**src/square_matrix_multiply_top_macros.svh**
```systemverilog
// Assertion macros shared by the matrix multiply RTL.
`ifndef SQUARE_MATRIX_MULTIPLY_TOP_MACROS_SVH
`define SQUARE_MATRIX_MULTIPLY_TOP_MACROS_SVH

`ifndef SYNTHESIS
// Same-cycle implication, sampled on clk, disabled in reset.
`define SMM_ASSERT_NOW(label, ante, cons) \
    label: assert property (@(posedge clk) disable iff (!rst_n) (ante) |-> (cons)) \
        else $error("smm assertion failed");
// Next-cycle implication, sampled on clk, disabled in reset.
`define SMM_ASSERT_NEXT(label, ante, cons) \
    label: assert property (@(posedge clk) disable iff (!rst_n) (ante) |=> (cons)) \
        else $error("smm assertion failed");
`else
`define SMM_ASSERT_NOW(label, ante, cons)
`define SMM_ASSERT_NEXT(label, ante, cons)
`endif

`endif

```
**src/smm_pkg.sv**
```systemverilog
// Shared types and constants of the matrix multiply block.
package smm_pkg;

    localparam int IDX_W      = 4;
    localparam int SIZE_W     = 5;
    localparam int VAL_W      = 32;
    localparam int PROD_W     = 64;
    localparam int SIZE_RESET = 16;

    // Request codes
    localparam logic REQ_LOAD = 1'b0;
    localparam logic REQ_READ = 1'b1;

    // Per-cycle command into the MAC, issued alongside the memory reads
    typedef struct packed {
        logic vld;    // a term is being read this cycle
        logic first;  // first term of a dot product
        logic last;   // last term of a dot product
        logic clr;    // empty sum: zero result, strobe next cycle
    } mac_ctl_t;

    // MAC status back to the controller
    typedef struct packed {
        logic finishing;  // last term accumulates at this edge
    } mac_sts_t;

endpackage

```
**src/smm_mac.sv**
```systemverilog
// Pipelined multiply-accumulate unit: align, multiply, accumulate.
module smm_mac #(
    parameter int ELEM_WIDTH = 32
) (
    input  logic                    clk,
    input  logic                    rst_n,
    input  smm_pkg::mac_ctl_t       ctl,
    input  logic [ELEM_WIDTH-1:0]   a,
    input  logic [ELEM_WIDTH-1:0]   b,
    output logic [smm_pkg::PROD_W-1:0] acc,
    output logic                    done,
    output smm_pkg::mac_sts_t       sts
);
    import smm_pkg::*;

    localparam int MW = 2 * ELEM_WIDTH;

    logic          s1_vld_reg, s1_first_reg, s1_last_reg;
    logic          s2_vld_reg, s2_first_reg, s2_last_reg;
    logic [MW-1:0] prod_reg;
    logic [PROD_W-1:0] acc_reg;
    logic          done_reg;

    // Control flags travel with the data: s1 matches RAM output, s2 the product
    always_ff @(posedge clk or negedge rst_n)
    begin
        if (!rst_n)
        begin
            s1_vld_reg   <= 1'b0;
            s1_first_reg <= 1'b0;
            s1_last_reg  <= 1'b0;
            s2_vld_reg   <= 1'b0;
            s2_first_reg <= 1'b0;
            s2_last_reg  <= 1'b0;
            done_reg     <= 1'b0;
        end
        else
        begin
            s1_vld_reg   <= ctl.vld;
            s1_first_reg <= ctl.first;
            s1_last_reg  <= ctl.last;
            s2_vld_reg   <= s1_vld_reg;
            s2_first_reg <= s1_first_reg;
            s2_last_reg  <= s1_last_reg;
            done_reg     <= (s2_vld_reg && s2_last_reg) || ctl.clr;
        end
    end

    // Multiply stage
    always_ff @(posedge clk)
    begin
        if (s1_vld_reg)
        begin
            prod_reg <= MW'(a) * MW'(b);
        end
    end

    // Accumulate stage, restarts at the first term; wraps modulo 2^64
    always_ff @(posedge clk)
    begin
        if (ctl.clr)
        begin
            acc_reg <= '0;
        end
        else if (s2_vld_reg)
        begin
            acc_reg <= (s2_first_reg ? '0 : acc_reg) + PROD_W'(prod_reg);
        end
    end

    assign acc           = acc_reg;
    assign done          = done_reg;
    assign sts.finishing = s2_vld_reg && s2_last_reg;

endmodule

```
**config.mk**
```make
export PLATFORM = sky130hd
export DESIGN_NAME = smm_mac
export DESIGN_NICKNAME = d
export VERILOG_FILES = /design/src/square_matrix_multiply_top_macros.svh /design/src/smm_pkg.sv /design/src/smm_mac.sv
export SDC_FILE = /design/constraint.sdc
export NUM_CORES = 2
export LEC_CHECK = 0
export BUFFER_PORTS_ARGS = -buffer_cell sky130_fd_sc_hd__buf_2
export CELL_PAD_IN_SITES_DETAIL_PLACEMENT = 0
export CELL_PAD_IN_SITES_GLOBAL_PLACEMENT = 2
export CORE_ASPECT_RATIO = 1.5
export CORE_MARGIN = 2
export CORE_UTILIZATION = 38
export DETAILED_ROUTE_END_ITERATION = 10
export GPL_ROUTABILITY_DRIVEN = 0
export PLACE_DENSITY = 0.9
export SLEW_MARGIN = 25
export SYNTH_ARGS = -nofsm -noshare
export SYNTH_HDL_FRONTEND = slang
export SYNTH_SLANG_ARGS = --single-unit
```
**constraint.sdc**
```tcl
create_clock -name clk -period 3.2 [get_ports clk]
set_input_delay 0.16 -clock clk [delete_from_list [all_inputs] [get_ports clk]]
set_output_delay 0.16 -clock clk [all_outputs]
set_load 0.02 [all_outputs]
```
==> results.sh <==
export IMPL_status="complete, but fails checks"
export IMPL_violations="DRC, setup timing"
export IMPL_critical_path_required_ps=3400
export IMPL_hold_ws_ps=65.7
export IMPL_yosysUniqueCellTypes=90
export IMPL_setup_viol=87
export IMPL_clk_latency_ps=460
export IMPL_via_per_inst=5.03
export IMPL_yosysWarnings=0
export IMPL_synthArstFlopShare=0.0519
export IMPL_synth_avg_cell_area_um2=9.09
export IMPL_crit_type="primary input to flip-flop"
export IMPL_design_core_area_um2=110000
export IMPL_synthFlopType="edfxtp_1"
export IMPL_num_rows=149
export IMPL_grt_pass1_vias=37731
export IMPL_critPathArrivalTime_ps=6900
export IMPL_firstDrtPassIters=8
export IMPL_setup_tns_ps=-175960
export IMPL_synthesis_area_um2=42200
export IMPL_cts_sinks=135
export IMPL_startpoint_type="primary input"
export IMPL_cts_buffers=17
export IMPL_dieWidth_um=276
export IMPL_rsz0062_at_grt="yes"
export IMPL_detail_route_iter0_violations=1498
export IMPL_ant_nets=0
export IMPL_io_pins=136
export IMPL_drcViolationCount=15
export IMPL_worstMarginPinSlew_ps=872
export IMPL_hp_class="primary input to async pin"
export IMPL_max_freq_mhz=149
export IMPL_wl_per_cell_um=19.5
export IMPL_grt_first_pass_wirelength_um=207000
export IMPL_fin_nets=6649
export IMPL_fp_dieArea_um2=114000
export IMPL_ys_seq_area_frac=0.0801
export IMPL_grt_remaining_overflow=0
export IMPL_layout_drive_gt1_share=0.283
export IMPL_start_util=0.383
export IMPL_cap_viol_max_count=0
export IMPL_port_buffers=135
export IMPL_antenna_found_initial=3
export IMPL_fin_ws_ps=-3500
export IMPL_cp_end_kind="flip-flop"
export IMPL_postSynthRegisterBits=135
export IMPL_layout_common_cells="884 x inv_1, 850 x fa_1, 681 x buf_4, 586 x and2_1, 456 x nand2_1"
export IMPL_skew_ps=13.9
export IMPL_cts_buffer_depth=2
export IMPL_max_slew_margin_rel=0.419
export IMPL_finalHoldViolCount=0
export IMPL_period_minus_slack_ps=6700
export IMPL_routed_wl_um=133000
export IMPL_synth_edf_count=64
export IMPL_nFillCells=10102
export IMPL_final_common_cell="inv_1"
export IMPL_hpwl_um=109000
export IMPL_synth_nets=5932
export IMPL_critical_path_max_fanout=6
export IMPL_synthCells=4639
export IMPL_grt_max_degree=66
export IMPL_areaGrowthSynthToFinish_pct=30.1
export IMPL_post_route_period_util=2.09
export IMPL_cts_tree="done"
export IMPL_root_buffer="clkbuf_16"
export IMPL_vias=34257
export IMPL_track_usage=0.237
export IMPL_maxSlewViolCount=0
export IMPL_cts_clk_slew_worst_paths_ps=60
export IMPL_die_h_um=412
export IMPL_htree_num_levels=4
==> what timing repair did <==
| item | 4_1_cts | 5_1_grt |
|---|---|---|
| pin swaps | 292 | 241 |
| setup buffers | 107 | 53 |
| endpoints found under the setup margin | 99 | 102 |
| hold buffers | 4 | 0 |
| endpoints found under the hold margin | 10 | 0 |
| gates resized for setup | 537 | 285 |
| gates cloned | 7 | 2 |
==> area by class of cell <==
type | instances | area, um2 | share of cell area
multi-input cells | 3300 | 37000 | 0.675
repair buffers | 975 | 8550 | 0.156
inverters | 927 | 3480 | 0.0635
flip-flops and latches | 135 | 3380 | 0.0617
well taps | 1434 | 1790 | 0.0327
clock buffers | 18 | 429 | 0.00782
clock inverters | 14 | 186 | 0.00340
diodes | 3 | 7.51 | 0.000137
==> cell usage after synthesis, drive strengths merged, types with 8 or more instances <==
library cell	number	share of area
a211oi	9	0.0016
a21o	82	0.015
a21oi	143	0.017
a31oi	21	0.0033
and2	634	0.094
and3	14	0.0021
and4	9	0.0019
buf	19	0.0028
clkbuf	258	0.025
dfxtp	64	0.030
edfxtp	64	0.046
fa	897	0.43
ha	326	0.097
inv	927	0.083
mux2i	46	0.011
nand2	486	0.043
nand2b	21	0.0031
nand3	33	0.0039
nand4	34	0.0054
nor2	114	0.010
nor2b	71	0.011
nor3	21	0.0026
o211ai	9	0.0017
o21ai	80	0.0097
o21bai	29	0.0052
o22ai	8	0.0013
xnor2	73	0.015
xor2	46	0.0096
==> cells by family after synthesis <==
| family | share of synthesized area |
|---|---|
| simple gates | 0.183 |
| fa+ha+maj | 0.523 |
| buf+inv | 0.110 |
| compound gates | 0.0686 |
| flops | 0.0801 |
| xor+xnor | 0.0247 |
| mux | 0.0112 |
==> worst max-delay path, stage by stage <==
cell and delay (ps):
buf_12 110, buf_12 120, buf_4 140, and2_1 160, fa_1 490, inv_1 60, fa_1 540, inv_1 50
fa_1 410, fa_2 570, fa_1 460, fa_2 600, fa_1 440, fa_1 500, ha_4 290, buf_4 110
buf_4 140, nand4_1 100, nor2_2 190, nand2_2 100, nor3b_4 290, o221a_4 280, nor4b_4 230, nor3_2 70
buf_4 130, xnor2_1 120
==> metrics by stage <==
stage / instances / area [um2] / util / setup WS, ps
2_1_floorplan: 4639 / 42900 / - / -3640
3_3_place_gp: 6623 / 49500 / 0.450 / -4280
3_5_place_dp: 6623 / 49500 / 0.450 / -4330
4_1_cts: 6766 / 53300 / 0.485 / -3520
5_1_grt: 6806 / 54900 / 0.499 / -3690
6_report: 6806 / 54900 / 0.499 / -3500
==> routing by layer <==
layer,up-vias,wire length [um],track usage
met5,-,0,0
met3,365,4410,0.0210
met2,856,71600,0.443
li1,15454,-,-
met1,17582,48400,0.261
met4,0,8330,0.128
==> path summary, 6_finish.rpt <==
check | cells after the start | end | startpoint | slack (ps)
worst max-delay path | 26 | prod_reg[54] | a[4] | -3500
worst min-delay path | 2 | done | rst_n | 70
worst max register to register | 18 | acc[63] | s2_first_reg | -570
worst min register to register | 0 | s2_last_reg | s1_last_reg | 350
max in group asynchronous | 2 | s2_vld_reg | rst_n | 2970
min in group clk | 2 | acc[51] | ctl[0] | 150
Power is left out: the tool's default activity adds up to more than one toggle a clock period on the data nets, which glitch-free logic cannot reach.
